### config.mk
export PLATFORM = sky130hd
export DESIGN_NAME = underflow_window_self_heal_monitor_core
export DESIGN_NICKNAME = d
export VERILOG_FILES = /design/src/rtl/uwshm_pkg.sv /design/src/rtl/underflow_window_self_heal_monitor_core.sv
export SDC_FILE = /design/constraint.sdc
export NUM_CORES = 1
export LEC_CHECK = 0
export BUFFER_PORTS_ARGS = -buffer_cell sky130_fd_sc_hd__clkbuf_2
export CAP_MARGIN = 20
export CORE_ASPECT_RATIO = 1.2
export CORE_UTILIZATION = 65
export DETAILED_ROUTE_END_ITERATION = 10
export GPL_TIMING_DRIVEN = 0
export PLACE_DENSITY = 0.92
export SLEW_MARGIN = 10
export SYNTH_ARGS = -nofsm -noshare
export SYNTH_HDL_FRONTEND = slang
export SYNTH_SLANG_ARGS = --single-unit
### constraint.sdc
create_clock -name clk -period 9.4 [get_ports clk]
set_input_delay 0.94 -clock clk [delete_from_list [all_inputs] [get_ports clk]]
set_output_delay 0.94 -clock clk [all_outputs]
set_load 0.02 [all_outputs]
### src/rtl/uwshm_pkg.sv
// ---------------------------------------------------------------------------
// Underflow window self-heal monitor: package
// Constants and codes shared by the core and its checker.
// ---------------------------------------------------------------------------
package uwshm_pkg;

	localparam int unsigned STAMP_W = 32;
	localparam int unsigned COUNT_W = 8;

	// one day in seconds
	localparam logic [STAMP_W-1:0] WINDOW_RESET = STAMP_W'(60 * 60 * 24);
	localparam logic [COUNT_W-1:0] COUNT_MAX = '1;

	// persistent flag write codes
	typedef enum logic [1:0] {
		FLAG_NONE = 2'd0,
		FLAG_ON   = 2'd1,
		FLAG_OFF  = 2'd2
	} flag_write_t;

endpackage

### src/rtl/underflow_window_self_heal_monitor_core.sv
// ---------------------------------------------------------------------------
// Underflow window self-heal monitor core
// Counts display underflows in a sliding window, on a third hit asks for a
// healing notification; persistent flag on if it is sent, off once voted.
// ---------------------------------------------------------------------------
// channel   handshake              payload
// in        in_valid / in_ready    func, now_seconds, clear_succeeded,
//                                  no_layers, stored_flag_on, send_ok
// out       out_valid / out_ready  notify_attempt, flag_write, window_hit,
//                                  is_voted, is_stopped, event_count
// cfg       cfg_we                 cfg_wdata (window length in seconds)
//
// one transaction per cycle sustained unless out_ready stalls the result;
// an accepted input passes the input register, then the result register.
// the state update and window compares sit between those two registers.
// async reset clears state, the window register (to one day) and valids.
// a stalled result holds; the input register still refills while the
// result register drains in the same cycle.
// ---------------------------------------------------------------------------
module underflow_window_self_heal_monitor_core
	import uwshm_pkg::*;
(
	input  logic               clk,
	input  logic               arst_n,
	input  logic               cfg_we,
	input  logic [STAMP_W-1:0] cfg_wdata,
	input  logic               in_valid,
	output logic               in_ready,
	input  logic               func,
	input  logic [STAMP_W-1:0] now_seconds,
	input  logic               clear_succeeded,
	input  logic               no_layers,
	input  logic               stored_flag_on,
	input  logic               send_ok,
	output logic               out_valid,
	input  logic               out_ready,
	output logic               notify_attempt,
	output logic [1:0]         flag_write,
	output logic               window_hit,
	output logic               is_voted,
	output logic               is_stopped,
	output logic [COUNT_W-1:0] event_count
);

	// input register
	logic               valid_s1;
	logic               func_s1;
	logic [STAMP_W-1:0] now_s1;
	logic               cleared_s1;
	logic               no_layers_s1;
	logic               flag_on_s1;
	logic               send_ok_s1;

	// monitor state
	logic [STAMP_W-1:0] window_q;
	logic [STAMP_W-1:0] oldest_q;
	logic [STAMP_W-1:0] middle_q;
	logic [COUNT_W-1:0] count_q;
	logic               voted_q;
	logic               stopped_q;

	// result register
	logic               out_valid_q;
	logic               attempt_q;
	flag_write_t        fwrite_q;
	logic               hit_q;

	logic               take_s1;
	logic               in_acc;

	logic [STAMP_W-1:0] oldest_n;
	logic [STAMP_W-1:0] middle_n;
	logic [COUNT_W-1:0] count_n;
	logic               voted_n;
	logic               stopped_n;
	logic               attempt_n;
	flag_write_t        fwrite_n;
	logic               hit_n;
	logic [STAMP_W:0]   diff_old;
	logic [STAMP_W:0]   diff_mid;
	logic               out_old;
	logic               out_mid;

	assign take_s1  = valid_s1 && (!out_valid_q || out_ready);
	assign in_ready = !valid_s1 || take_s1;
	assign in_acc   = in_valid && in_ready;

	// signed distance; a stamp later than now is always inside the window
	assign diff_old = {1'b0, now_s1} - {1'b0, oldest_q};
	assign diff_mid = {1'b0, now_s1} - {1'b0, middle_q};
	assign out_old  = !diff_old[STAMP_W] && (diff_old[STAMP_W-1:0] >= window_q);
	assign out_mid  = !diff_mid[STAMP_W] && (diff_mid[STAMP_W-1:0] >= window_q);

	always_comb begin
		oldest_n  = oldest_q;
		middle_n  = middle_q;
		count_n   = count_q;
		voted_n   = voted_q;
		stopped_n = stopped_q;
		attempt_n = 1'b0;
		fwrite_n  = FLAG_NONE;
		hit_n     = 1'b0;
		if (func_s1) begin
			if (flag_on_s1) begin
				attempt_n = 1'b1;
				if (send_ok_s1) begin
					voted_n = 1'b1;
				end
			end
		end else if (!cleared_s1 && !no_layers_s1 && !stopped_q) begin
			if (count_q != COUNT_MAX) begin
				count_n = count_q + COUNT_W'(1);
			end
			// zero stamps mean empty slots
			if (oldest_q == '0) begin
				oldest_n = now_s1;
			end else if (middle_q == '0) begin
				if (out_old) begin
					oldest_n = now_s1;
					count_n  = COUNT_W'(1);
				end else begin
					middle_n = now_s1;
				end
			end else if (out_old) begin
				if (out_mid) begin
					oldest_n = now_s1;
					middle_n = '0;
					count_n  = COUNT_W'(1);
				end else begin
					oldest_n = middle_q;
					middle_n = now_s1;
					count_n  = COUNT_W'(2);
				end
			end else begin
				hit_n = 1'b1;
			end
			if (hit_n) begin
				if (voted_q) begin
					fwrite_n  = FLAG_OFF;
					stopped_n = 1'b1;
				end else begin
					attempt_n = 1'b1;
					if (send_ok_s1) begin
						count_n  = '0;
						oldest_n = '0;
						middle_n = '0;
						voted_n  = 1'b1;
						fwrite_n = FLAG_ON;
					end
				end
			end
		end
	end

	always_ff @(posedge clk or negedge arst_n) begin
		if (!arst_n) begin
			valid_s1 <= 1'b0;
		end else if (in_ready) begin
			valid_s1 <= in_valid;
		end
	end

	always_ff @(posedge clk) begin
		if (in_acc) begin
			func_s1      <= func;
			now_s1       <= now_seconds;
			cleared_s1   <= clear_succeeded;
			no_layers_s1 <= no_layers;
			flag_on_s1   <= stored_flag_on;
			send_ok_s1   <= send_ok;
		end
	end

	always_ff @(posedge clk or negedge arst_n) begin
		if (!arst_n) begin
			window_q <= WINDOW_RESET;
		end else if (cfg_we) begin
			window_q <= cfg_wdata;
		end
	end

	always_ff @(posedge clk or negedge arst_n) begin
		if (!arst_n) begin
			oldest_q    <= '0;
			middle_q    <= '0;
			count_q     <= '0;
			voted_q     <= 1'b0;
			stopped_q   <= 1'b0;
			out_valid_q <= 1'b0;
		end else if (take_s1) begin
			oldest_q    <= oldest_n;
			middle_q    <= middle_n;
			count_q     <= count_n;
			voted_q     <= voted_n;
			stopped_q   <= stopped_n;
			out_valid_q <= 1'b1;
		end else if (out_ready) begin
			out_valid_q <= 1'b0;
		end
	end

	always_ff @(posedge clk) begin
		if (take_s1) begin
			attempt_q <= attempt_n;
			fwrite_q  <= fwrite_n;
			hit_q     <= hit_n;
		end
	end

	assign out_valid      = out_valid_q;
	assign notify_attempt = attempt_q;
	assign flag_write     = fwrite_q;
	assign window_hit     = hit_q;
	assign is_voted       = voted_q;
	assign is_stopped     = stopped_q;
	assign event_count    = count_q;

endmodule

---- Yosys cells after proc, flatten, opt, wreduce, memory -nomap -nowiden ----
Index checks and enable logic that the tools add are counted.
word-level totals
  bits in registers ....................... 149
  output and inout bits ................... 16
cells by class
  reductions and logical operators ........ 26
  mux-type cells .......................... 46
  equality and inequality tests ........... 3
  $lt $le $gt $ge ......................... 2
  $add $sub $neg .......................... 3
  bitwise operators ....................... 3
operators with widths
  kind                   number
  $mux W32               16
  $sub A32 B32 Y33       2
  $ge A32 B32 Y1         2
  $logic_not A32 Y1      2
  $mux W8                8
  $mux W1                20
  $reduce_and A5 Y1      2
  $add A8 B1 Y8 const B  1
  $ne A8 B8 Y1 const B   1
  $logic_not A1 Y1       7
  $logic_and A1 B1 Y1    6
  $reduce_bool A2 Y1     3
  $mux W2                2
  $ne A2 B1 Y1 const B   2
  $reduce_or A4 Y1       1
  $not A1 Y1             3
  $reduce_and A3 Y1      1
  $reduce_or A3 Y1       1
  $logic_or A1 B1 Y1     2
  $reduce_or A2 Y1       1

---- Logic depth before layout (Yosys ltp) ----
Gate-level depths: netlist of run 1.
  depth after elaboration ................. 11
  mapped depth ............................ 23
  depth with buffers taken out ............ 22

---- Worst setup path before layout of run 1 ----
No wires, ideal clock.
  kind .................................... reg2reg
  start ................................... register now_s1[1]
  end ..................................... register middle_q[30]
  buffers on the path ..................... 1
  required time ........................... 9.262 ns
  arrival ................................. 4.792 ns
  stages on the path, launching flop included .. 21
  path slack .............................. 4.469 ns
  setup time .............................. 0.138 ns
  cell sequence ........................... edfxtp_1 > ha_1 > nor2b_1 > o31a_1 > o31ai_1 > a221oi_1 > a221o_1 > a311o_1 > a31o_2 > a21oi_1 > xnor2_1 > ha_1 > a21o_1 > a21oi_1 > nor2b_1 > or4_1 > o22ai_2 > nor2_1 > o211ai_2 > buf_2 > o221ai_1
between the ends
  longest elaborated chain between the ends .. 10
  elaborated cells on any way between the ends .. 21
ends and longest elaborated chain
  element                                                    RTL line                                        source
  start: declaration                                         underflow_window_self_heal_monitor_core.sv:48   logic [STAMP_W-1:0] now_s1;
  start signal: assignment                                   underflow_window_self_heal_monitor_core.sv:166  now_s1 <= now_seconds;
  $sub A32 B32 Y33                                           underflow_window_self_heal_monitor_core.sv:90   assign diff_mid = {1'b0, now_s1} - {1'b0, middle_q};
  $ge A32 B32 Y1 / $logic_not A1 Y1 (equally long branches)  underflow_window_self_heal_monitor_core.sv:92   assign out_mid = !diff_mid[STAMP_W] && (diff_mid[STAMP_W-1:0] >= window_q);
  $logic_and A1 B1 Y1                                        underflow_window_self_heal_monitor_core.sv:92
  $mux W32                                                   underflow_window_self_heal_monitor_core.sv:125  if (out_mid) begin
  $mux W32                                                   underflow_window_self_heal_monitor_core.sv:124  end else if (out_old) begin
  $mux W32                                                   underflow_window_self_heal_monitor_core.sv:117  end else if (middle_q == '0) begin
  $mux W32                                                   underflow_window_self_heal_monitor_core.sv:115  if (oldest_q == '0) begin
  $mux W32                                                   underflow_window_self_heal_monitor_core.sv:143  if (send_ok_s1) begin
  $mux W32                                                   underflow_window_self_heal_monitor_core.sv:138  if (voted_q) begin
  $mux W32 (*)                                               underflow_window_self_heal_monitor_core.sv:137  if (hit_n) begin
  end signal: assignment                                     underflow_window_self_heal_monitor_core.sv:192  middle_q <= middle_n;
  end: declaration                                           underflow_window_self_heal_monitor_core.sv:57   logic [STAMP_W-1:0] middle_q;
Mark *: on every way between the ends. The rest lies on a longest branch, timed or not. The select of a mux whose other input is x is not followed.
A chain may end at the register's enable or synchronous reset.

---- Worst setup path in the final report of run 1 ----
  start ................................... register now_s1[1]
  end ..................................... register middle_q[20]
Same word-level chain as after synthesis.

==> flow_metrics.py, run 1 <==
metrics = {
    "outcome": {
        "outcome": "finished clean",
    },
    "power": {
        "ir_worst_vdd_mv": 0.182,
        "cellPowerDensity_nw_per_um2": 332,
        "leakage_nw": 6.01,
    },
    "place": {
        "hpwl_um": 21700,
        "gp_congestion": 0.941,
        "port_buffers": 88,
        "dp_slack_ns": 3.31,
    },
    "route": {
        "drt_wl_total_um": 29300,
        "vias_per_cell": 6.55,
        "vias": 10100,
        "drc": 0,
        "drt_iter0_drc": 1131,
        "ant_nets": 0,
        "firstDrtPassIters": 6,
        "wl_per_cell_um": 19.0,
    },
    "worst_setup_path": {
        "path_cells": "ha_1 -> nor2b_1 -> o31a_1 -> o31ai_1 -> a221oi_1 -> a221o_1 -> a311o_1 -> a31o_2 -> a21oi_1 -> xnor2_1 -> ha_1 -> nand4_1 -> nor4_1 -> o21ai_0 -> a31oi_1 -> o22ai_2 -> o31ai_1 -> clkbuf_1 -> o21ai_0 -> o221ai_1",
        "path_max_fanout": 10,
        "critical_path_class": "flip-flop to flip-flop",
        "critical_path_required_ns": 9.74,
        "arrival_ns": 6.77,
        "slowest_stage": "a31oi_1",
        "worst-path-buf-inv": 1,
        "crit_path_end_kind": "flip-flop",
        "cp-start-kind": "flip-flop",
        "cp_slowest_stage_delay_ns": 0.53,
        "crit_family": "compound AO/OA/AOI/OAI gates",
    },
    "timing": {
        "finalSetupViolCount": 0,
        "fmax_mhz": 156,
        "period_needed_ns": 6.43,
        "hold_viol_final": 0,
        "fin_crit_sh_pct": 68.4,
        "grt_setup_unrepaired": "no",
        "skew_ns": 0.00890,
        "setup_tns_ns": 0,
        "slew_headroom_pct": 43.7,
        "fin_ws_ns": 2.97,
        "worst_pin_slew_ns": 0.845,
        "drv_slew": 0,
    },
    "clock_network": {
        "cts.root.buffer_cell": "clkbuf_16",
        "clock_path_buffers": 2,
        "cts_made_buffers": 17,
        "cts_setup_buffers": 0,
        "holdBufCountCts": 0,
        "cts.sinks": 149,
        "clock_latency_ns": 0.44,
        "cts_tree": "yes",
        "htreeDepth": 4,
        "cts_resized": 0,
        "clk_pin_slew_ns": 0.06,
    },
    "floorplan": {
        "rows": 51,
        "core_area_sq_um": 16400,
        "ios": 90,
        "dieArea_sq_um": 17400,
        "die_y_um": 145,
        "initial_utilization_pct": 67.1,
        "fp.dieW_um": 121,
    },
    "synthesis": {
        "synth-async-reset-ratio_pct": 72.5,
        "ys_seq_area_share_pct": 35.8,
        "syn_avg_cell_area_sq_um": 9.08,
        "syn-num-nets": 1417,
        "synth_edf_count": 41,
        "ys_top_cells_by_area": "dfrtp_1 23%, ha_1 15%, edfxtp_1 11%",
        "yosys-top-cells-count": "143 x inv_1, 129 x ha_1, 114 x a21oi_1, 110 x nand2_1, 107 x o21ai_0",
        "yosysWarnings": 0,
        "synthCells": 1212,
        "yosys_most_used_dff": "dfrtp_1",
        "yosys.area.top_type": "dfrtp_1",
        "syn_area_sq_um": 11000,
        "ys_seq_elements": 149,
        "synth_top_area_share_pct": 23.4,
        "synth_most_common_cell": "inv_1",
        "synth_cell_types": 77,
    },
    "cells_and_area": {
        "nNetsFinal": 1525,
        "antennaDiodeCount": 0,
        "area_delta_synth_final_pct": 12.3,
        "fillCellCount": 1103,
        "layout-drive-gt1-share_pct": 12.3,
    },
    "job": {
        "max_cap_viol_count": 0,
    },
    "global_routing": {
        "globalRouteTotalUtil_pct": 34.3,
        "grt_pass1_wl_um": 46400,
        "overflow": 0,
        "grt_pass1_vias": 9675,
        "antenna_found_initial": 0,
        "grt_start_max_net_pins": 67,
    },
    "worst_hold_path": {
        "hp-class": "primary input to asynchronous set/reset pin",
    },
}
state kept, by name, indices dropped and copies added, names as in the netlist:
register	count
cleared_s1	1
event_count	8
flag_on_s1	1
flag_write	2
func_s1	1
is_stopped	1
is_voted	1
middle_q	32
no_layers_s1	1
notify_attempt	1
now_s1	32
oldest_q	32
out_valid	1
send_ok_s1	1
valid_s1	1
window_hit	1
window_q	32
layout by cell type (no fill, tap or decap), types with 30 or more instances in the layout:
cell type / n
inv_1: 143
a221o_1: 35
a21o_1: 30
edfxtp_1: 41
clkbuf_2: 88
a21oi_1: 114
nand2_1: 110
ha_1: 129
nor2_1: 51
xnor2_1: 43
dfrtp_1: 103
o221ai_1: 31
o21ai_0: 107
worst paths after layout:
check	slack [ns]	endpoint	cells after the start	from
hold / removal	0.42	middle_q[2]$_DFFE_PN0P_	1	arst_n
setup reg to reg	2.97	middle_q[20]$_DFFE_PN0P_	20	now_s1[1]$_DFFE_PP_
hold reg to reg	0.51	is_stopped$_DFFE_PN0P_	1	is_stopped$_DFFE_PN0P_
min in group clk	0.51	is_stopped$_DFFE_PN0P_	1	is_stopped$_DFFE_PN0P_
max in group asynchronous	8.31	event_count[2]$_DFFE_PN0P_	2	arst_n
setup / recovery	2.97	middle_q[20]$_DFFE_PN0P_	20	now_s1[1]$_DFFE_PP_
cell families (layout without fill, tap and decap cells):
kind of cell / Yosys count / after routing / share of synthesized area, %
xor+xnor: 52 / 52 / 4.14
fa+ha+maj: 131 / 131 / 15.0
mux: 5 / 5 / 0.478
compound gates: 415 / 415 / 25.4
flops: 149 / 149 / 35.8
simple gates: 281 / 281 / 12.7
buf+inv: 179 / 300 / 6.46
power breakdown:
group | total, mW | internal, mW | switching (mW) | leakage [nW]
combinational | 2.39 | 1.00 | 1.39 | 4.14
clock | 0.711 | 0.422 | 0.289 | 0.294
sequential | 1.01 | 0.830 | 0.176 | 1.57
final cells by class:
type	count	area [sq um]	share of cell area (%)
multi-input combinational	884	6350	51.4
sequential	149	3940	31.9
inverter	143	537	4.35
timing repair buffer	89	477	3.86
clock buffer	19	433	3.51
tap	212	265	2.15
clock inverter	13	175	1.42
buffer	36	174	1.41
layer usage:
metal	wire [um]	part of all wire [%]	up-vias	track usage (%)
met4	1320	4.5	0	17.0
met1	12000	41	4732	43.6
met3	2530	8.6	126	7.10
li1	-	-	4673	-
met2	13500	46	589	55.8
met5	0	0	-	0
per-stage QoR:
step / area [sq um] / hold WS, ns / utilization, % / power, mW / instances
2_1_floorplan: 11000 / 0.463 / - / 2.72 / 1212
3_3_place_gp: 11700 / 0.478 / 71.4 / 3.17 / 1512
3_5_place_dp: 11700 / 0.492 / 71.6 / 3.29 / 1513
4_1_cts: 12400 / 0.433 / 75.3 / 4.03 / 1545
5_1_grt: 12400 / 0.452 / 75.3 / 4.39 / 1545
6_report: 12400 / 0.422 / 75.3 / 4.11 / 1545
(Power assumes the default switching activity.)
==> run 2, diff against run 1 <==
--- a/config.mk
+++ b/config.mk
@@ -8,10 +8,10 @@
 export BUFFER_PORTS_ARGS = -buffer_cell sky130_fd_sc_hd__clkbuf_2
 export CAP_MARGIN = 20
 export CORE_ASPECT_RATIO = 1.2
-export CORE_UTILIZATION = 65
+export CORE_UTILIZATION = 56
 export DETAILED_ROUTE_END_ITERATION = 10
 export GPL_TIMING_DRIVEN = 0
-export PLACE_DENSITY = 0.92
+export PLACE_DENSITY = 0.84
 export SLEW_MARGIN = 10
 export SYNTH_ARGS = -nofsm -noshare
 export SYNTH_HDL_FRONTEND = slang
==> constraint.sdc (replaced) <==
create_clock -name clk -period 5.9 [get_ports clk]
set_input_delay 0.59 -clock clk [delete_from_list [all_inputs] [get_ports clk]]
set_output_delay 0.59 -clock clk [all_outputs]
set_load 0.02 [all_outputs]
==> run 2 against run 1 <==
Against the previous run:
- core utilization fell by 9.9 points
- clock power rose by 48%
- largest power group unchanged
- design area rose by 0.88%
- highest routed layer unchanged
- largest cell class unchanged
- sequential share of layout area fell by 0.28 points
- die area rose by 16%
- first-iteration DRC count fell by 15%
- hold slack got worse by 0.36 ns
- maximum frequency rose by 13%
- clock skew rose by 0.0028 ns
- global-route usage fell by 5.2 points
- setup slack got worse by 2.8 ns
==> flow_metrics.py, run 2 (synthesis gave the netlist of run 1 again) <==
metrics = {
    "route": {
        "vias_per_cell": 6.09,
        "drc": 0,
        "drt_iter0_drc": 959,
        "vias": 9685,
        "drt_wl_total_um": 28400,
        "firstDrtPassIters": 6,
        "wl_per_cell_um": 17.8,
        "ant_nets": 0,
    },
    "floorplan": {
        "core_area_sq_um": 19100,
        "initial_utilization_pct": 57.7,
        "dieArea_sq_um": 20200,
        "ios": 90,
        "die_y_um": 156,
        "rows": 55,
        "fp.dieW_um": 130,
    },
    "clock_network": {
        "htreeDepth": 4,
        "clock_path_buffers": 2,
        "clock_latency_ns": 0.43,
        "cts.sinks": 149,
        "cts.root.buffer_cell": "clkbuf_16",
        "clk_pin_slew_ns": 0.07,
        "cts_tree": "yes",
        "cts_made_buffers": 17,
    },
    "timing": {
        "fin_crit_sh_pct": 96.6,
        "setup_tns_ns": 0,
        "fmax_mhz": 175,
        "period_needed_ns": 5.70,
        "whs_ns": 0.0601,
        "fin_ws_ns": 0.202,
        "grt_setup_unrepaired": "yes",
        "skew_ns": 0.0117,
        "slew_headroom_pct": 43.3,
        "worst_pin_slew_ns": 0.851,
        "finalSetupViolCount": 0,
        "hold_viol_final": 0,
        "drv_slew": 0,
    },
    "cells_and_area": {
        "layout-drive-gt1-share_pct": 13.3,
        "fillCellCount": 1563,
        "antennaDiodeCount": 0,
        "mostFrequentLayoutCells": "143 x inv_1, 129 x ha_1, 114 x a21oi_1",
        "final_common_cell": "inv_1",
        "area_delta_synth_final_pct": 13.3,
        "fin_cells": 1590,
        "nNetsFinal": 1526,
        "final_util_pct": 65.4,
    },
    "outcome": {
        "outcome": "finished clean",
    },
    "global_routing": {
        "grt_pass1_wl_um": 45600,
        "globalRouteTotalUtil_pct": 29.2,
        "antenna_found_initial": 0,
        "overflow": 0,
        "grt_start_max_net_pins": 74,
        "grt_pass1_vias": 9211,
    },
    "worst_setup_path": {
        "arrival_ns": 6.00,
        "critical_path_class": "flip-flop to flip-flop",
        "path_cells": "ha_1 -> nor2b_1 -> o31a_1 -> o31ai_4 -> a221oi_4 -> a221o_1 -> a311o_1 -> a31o_2 -> a21oi_1 -> xnor2_1 -> ha_1 -> a21o_1 -> a21oi_1 -> nor2b_1 -> or4_1 -> o22ai_4 -> nor2_1 -> o211ai_2 -> buf_4 -> o221ai_1",
        "cp-start-kind": "flip-flop",
        "crit_path_end_kind": "flip-flop",
        "path_max_fanout": 10,
        "cp_slowest_stage_delay_ns": 0.63,
        "slowest_stage": "or4_1",
        "critical_path_required_ns": 6.20,
        "worst-r2r-setup-slack_ns": 0.20,
    },
    "place": {
        "dp_slack_ns": -0.242,
        "hpwl_um": 21900,
        "gp_congestion": 0.893,
        "placed_cells": 1557,
        "port_buffers": 88,
    },
    "power": {
        "ir_worst_vdd_mv": 0.256,
        "cellPowerDensity_nw_per_um2": 519,
        "leakage_nw": 6.02,
    },
    "job": {
        "max_cap_viol_count": 0,
    },
    "worst_hold_path": {
        "hp-class": "primary input to asynchronous set/reset pin",
    },
}
-- run 2: cell count changes in the layout (fill, tap and decap cells not counted), sizes merged --
cell | previous run | this run
buf | 17 | 15
clkbuf | 127 | 128
clkinvlp | 1 | 2
inv | 146 | 151
clkinv | 6 | 5
bufinv | 3 | 0
-- run 2: path summary, 6_finish.rpt --
path / from / to / cells after the start
min in group clk: clear_succeeded / cleared_s1$_DFFE_PP_ / 1
max: now_s1[1]$_DFFE_PP_ / middle_q[27]$_DFFE_PN0P_ / 20
max reg2reg: now_s1[1]$_DFFE_PP_ / middle_q[27]$_DFFE_PN0P_ / 20
min reg2reg: is_stopped$_DFFE_PN0P_ / is_stopped$_DFFE_PN0P_ / 1
max in group asynchronous: arst_n / window_q[31]$_DFFE_PN0P_ / 2
min: arst_n / middle_q[2]$_DFFE_PN0P_ / 1
-- run 2: repair_timing --
item / CTS / global route
hold endpoints to repair: 0 / 0
endpoints found under the setup margin: 63 / 73
resized for setup: 4 / 19
hold buffers: 0 / 0
pin swaps: 0 / 2
setup buffers: 1 / 0
-- run 2: worst max-delay path: cells and delay by family, from the launching register on --
family | cells | cell delay, ns
DFF | 1 | 0.47
xor gates and xnor gates | 1 | 0.16
buffers and inverters | 1 | 0.27
and+or+nand+nor | 4 | 1.01
adders and majority gates | 2 | 0.61
AOI/OAI and AO/OA | 12 | 3.04
-- run 2: through the flow --
stage | power, mW | cell area, sq um
after floorplan | 4.33 | 11000
final | 6.47 | 12500
after global routing | 6.97 | 12500
after CTS | 6.34 | 12400
after global placement | 5.06 | 11800
after detailed placement | 5.23 | 11800
-- run 2: area by class of cell --
cell class	instances	area, sq um	area share (%)
plain buffers	36	190	1.53
clock buffers	17	425	3.41
clock inverters	15	143	1.14
inverters	143	537	4.31
multi-input cells	884	6420	51.5
flip-flops and latches	149	3940	31.6
well taps	256	320	2.57
repair buffers	90	484	3.89
-- run 2: power breakdown --
| part | switching (mW) | internal [mW] | total [mW] | leakage, nW |
|---|---|---|---|---|
| clock | 0.496 | 0.559 | 1.05 | 0.275 |
| combinational | 2.21 | 1.62 | 3.82 | 4.17 |
| sequential | 0.267 | 1.32 | 1.59 | 1.57 |
| total | 2.97 | 3.50 | 6.47 | 6.02 |
-- run 2: routing by layer --
layer | share of wire (%) | GRT usage, % | routed length [um] | vias to the layer above
met5 | 0 | 0 | 0 | -
met4 | 3.8 | 13.0 | 1070 | 0
met3 | 6.2 | 4.20 | 1750 | 71
met2 | 46 | 46.8 | 13200 | 447
met1 | 44 | 39.0 | 12400 | 4493
li1 | - | - | - | 4674
==> run 3, diff against run 2 <==
--- a/config.mk
+++ b/config.mk
@@ -8,10 +8,11 @@
 export BUFFER_PORTS_ARGS = -buffer_cell sky130_fd_sc_hd__clkbuf_2
 export CAP_MARGIN = 20
 export CORE_ASPECT_RATIO = 1.2
-export CORE_UTILIZATION = 56
+export CORE_UTILIZATION = 35
 export DETAILED_ROUTE_END_ITERATION = 10
 export GPL_TIMING_DRIVEN = 0
-export PLACE_DENSITY = 0.84
+export PLACE_DENSITY = 0.57
+export RECOVER_POWER = 50
 export SLEW_MARGIN = 10
 export SYNTH_ARGS = -nofsm -noshare
 export SYNTH_HDL_FRONTEND = slang
==> constraint.sdc (replaced) <==
create_clock -name clk -period 5.85 [get_ports clk]
set_input_delay 0.585 -clock clk [delete_from_list [all_inputs] [get_ports clk]]
set_output_delay 0.585 -clock clk [all_outputs]
set_load 0.02 [all_outputs]
==> run 3 against run 2 <==
Against the previous run:
- the run now ends with max-capacitance violations, max-slew violations left
- flip-flop and latch count did not move
- register-to-register slack better by 0.07 ns
- first-iteration DRC count decreased by 32%
- clock skew is 0.0014 ns lower
- clock power increased by 6%
- combinational power about the same
- setup slack improved by 0.075 ns
- largest cell class unchanged
- largest power group unchanged
- highest routed layer unchanged
==> flow_metrics.py, run 3 (synthesis gave the netlist of run 1 again) <==
metrics = {
    "floorplan": {
        "ios": 90,
        "fp.dieW_um": 164,
        "initial_utilization_pct": 35.9,
        "dieArea_sq_um": 32100,
        "rows": 70,
        "die_y_um": 196,
        "core_area_sq_um": 30700,
    },
    "route": {
        "drt_wl_total_um": 29800,
        "vias_per_cell": 5.37,
        "wl_per_cell_um": 17.2,
        "drc": 0,
        "firstDrtPassIters": 6,
        "ant_nets": 0,
        "vias": 9313,
        "drt_iter0_drc": 654,
    },
    "place": {
        "hpwl_um": 24100,
        "gp_congestion": 0.830,
        "dp_slack_ns": -0.563,
        "port_buffers": 88,
    },
    "worst_setup_path": {
        "critical_path_class": "flip-flop to flip-flop",
        "reg2reg_to": "event_count[0]$_DFFE_PN0P_",
        "setup.worst_path.start": "now_s1[6]$_DFFE_PP_",
        "rr_startpoint": "now_s1[6]$_DFFE_PP_",
        "crit_path_end_kind": "flip-flop",
        "path_cells": "ha_1 -> a211o_1 -> o31ai_4 -> a221oi_4 -> a221o_1 -> a311o_1 -> a31o_2 -> a21oi_1 -> xnor2_1 -> ha_1 -> a21o_1 -> a21oi_1 -> nor2b_1 -> or4_1 -> o22ai_4 -> nor2_1 -> o31ai_1 -> o221ai_1",
        "critical_path_required_ns": 6.15,
        "worstSetupEndpoint": "event_count[0]$_DFFE_PN0P_",
        "cp_slowest_stage_delay_ns": 0.64,
        "path_max_fanout": 6,
        "arrival_ns": 5.87,
        "worst-r2r-setup-slack_ns": 0.28,
        "slowest_stage": "or4_1",
        "cp-start-kind": "flip-flop",
        "worstRegToRegCells": 18,
    },
    "cells_and_area": {
        "mostFrequentLayoutCells": "143 x inv_1, 128 x ha_1, 113 x a21oi_1",
        "nNetsFinal": 1529,
        "layout-drive-gt1-share_pct": 13.2,
        "antennaDiodeCount": 0,
        "area_delta_synth_final_pct": 15.5,
        "final_common_cell": "inv_1",
        "fillCellCount": 3060,
    },
    "clock_network": {
        "cts_tree": "yes",
        "htreeDepth": 4,
        "cts.sinks": 149,
        "cts.root.buffer_cell": "clkbuf_16",
        "clock_latency_ns": 0.44,
        "clock_path_buffers": 2,
        "clk_pin_slew_ns": 0.06,
        "cts_made_buffers": 17,
    },
    "global_routing": {
        "globalRouteTotalUtil_pct": 19.1,
        "overflow": 0,
        "antenna_found_initial": 0,
        "grt_pass1_wl_um": 47700,
        "grt_pass1_vias": 9017,
        "grt_start_max_net_pins": 60,
    },
    "power": {
        "leakage_nw": 6.03,
        "total_power_mw": 6.51,
        "ir_worst_vdd_mv": 0.290,
        "cellPowerDensity_nw_per_um2": 513,
    },
    "job": {
        "max_cap_viol_count": 1,
    },
    "timing": {
        "slew_headroom_pct": -93.1,
        "drv_slew": 50,
        "fin_crit_sh_pct": 95.3,
        "finalSetupViolCount": 0,
        "setup_tns_ns": 0,
        "skew_ns": 0.0103,
        "period_needed_ns": 5.57,
        "worst_pin_slew_ns": 2.90,
        "fmax_mhz": 179,
        "fin_ws_ns": 0.276,
        "hold_viol_final": 0,
    },
    "outcome": {
        "failed_checks": "max-capacitance violations, max-slew violations",
        "outcome": "finished, violations left",
    },
    "worst_hold_path": {
        "min_path_cells": 1,
        "min-delay-start": "no_layers",
        "hp-class": "primary input to flip-flop",
    },
}
## run 3: changes by cell type in the layout (fill, tap and decap cells not counted), moves of 2 or more
cell	change
clkbuf_1	+6
clkbuf_2	-4
buf_2	-3
buf_4	+3
buf_6	+3
inv_8	-3
inv_6	-2
## run 3: area by class of cell
class / count / area [sq um] / share of cell area [%]
Timing Repair Buffer: 93 / 505 / 3.98
Sequential cell: 149 / 3940 / 31.0
Clock buffer: 20 / 468 / 3.68
Buffer: 36 / 208 / 1.63
Clock inverter: 12 / 120 / 0.946
Inverter: 143 / 537 / 4.23
Multi-Input combinational cell: 884 / 6430 / 50.6
Tap cell: 396 / 495 / 3.90
## run 3: metrics by stage
step / hold slack (ns) / util [%] / cell area (sq um) / cells
global route: 0.307 / 41.4 / 12700 / 1733
global placement: 0.482 / 38.9 / 11900 / 1696
CTS: 0.107 / 41.2 / 12600 / 1731
finish: 0.317 / 41.4 / 12700 / 1733
floorplan: 0.289 / - / 11000 / 1212
detailed placement: 0.474 / 39.1 / 12000 / 1698
## run 3: timing repair
item,CTS,global route
buffers inserted,1,2
hold endpoints to repair,0,0
endpoints found under the setup margin,76,65
resized for setup,6,29
pin swaps,0,3
hold buffers,0,0
cloned,0,0
## run 3: worst min-delay path by stage
stage / to / slack [ns]
2_1_floorplan: event_count[0]$_DFFE_PN0P_ / 0.29
3_3_place_gp: is_stopped$_DFFE_PN0P_ / 0.48
3_5_place_dp: is_stopped$_DFFE_PN0P_ / 0.47
4_1_cts: middle_q[3]$_DFFE_PN0P_ / 0.11
5_1_grt: no_layers_s1$_DFFE_PP_ / 0.31
6_report: no_layers_s1$_DFFE_PP_ / 0.32
## run 3: critical path, delay by kind of cell, from the launching register on
family / cells / cell delay [ns]
DFF: 1 / 0.49
AOI/OAI and AO/OA: 12 / 3.26
and+or+nand+nor: 3 / 0.84
adders and majority gates: 2 / 0.68
xor gates and xnor gates: 1 / 0.18
## run 3: routing by layer
metal,GRT usage [%],wire (um)
met3,2.49,1130
met4,6.14,644
met5,0,0
met2,30.9,13700
met1,26.3,14400
## run 3: where the power goes
group | internal [mW] | total [mW] | leakage, nW | switching, mW
Combinational | 1.63 | 3.80 | 4.18 | 2.17
Sequential | 1.33 | 1.60 | 1.57 | 0.266
Clock | 0.629 | 1.11 | 0.278 | 0.483
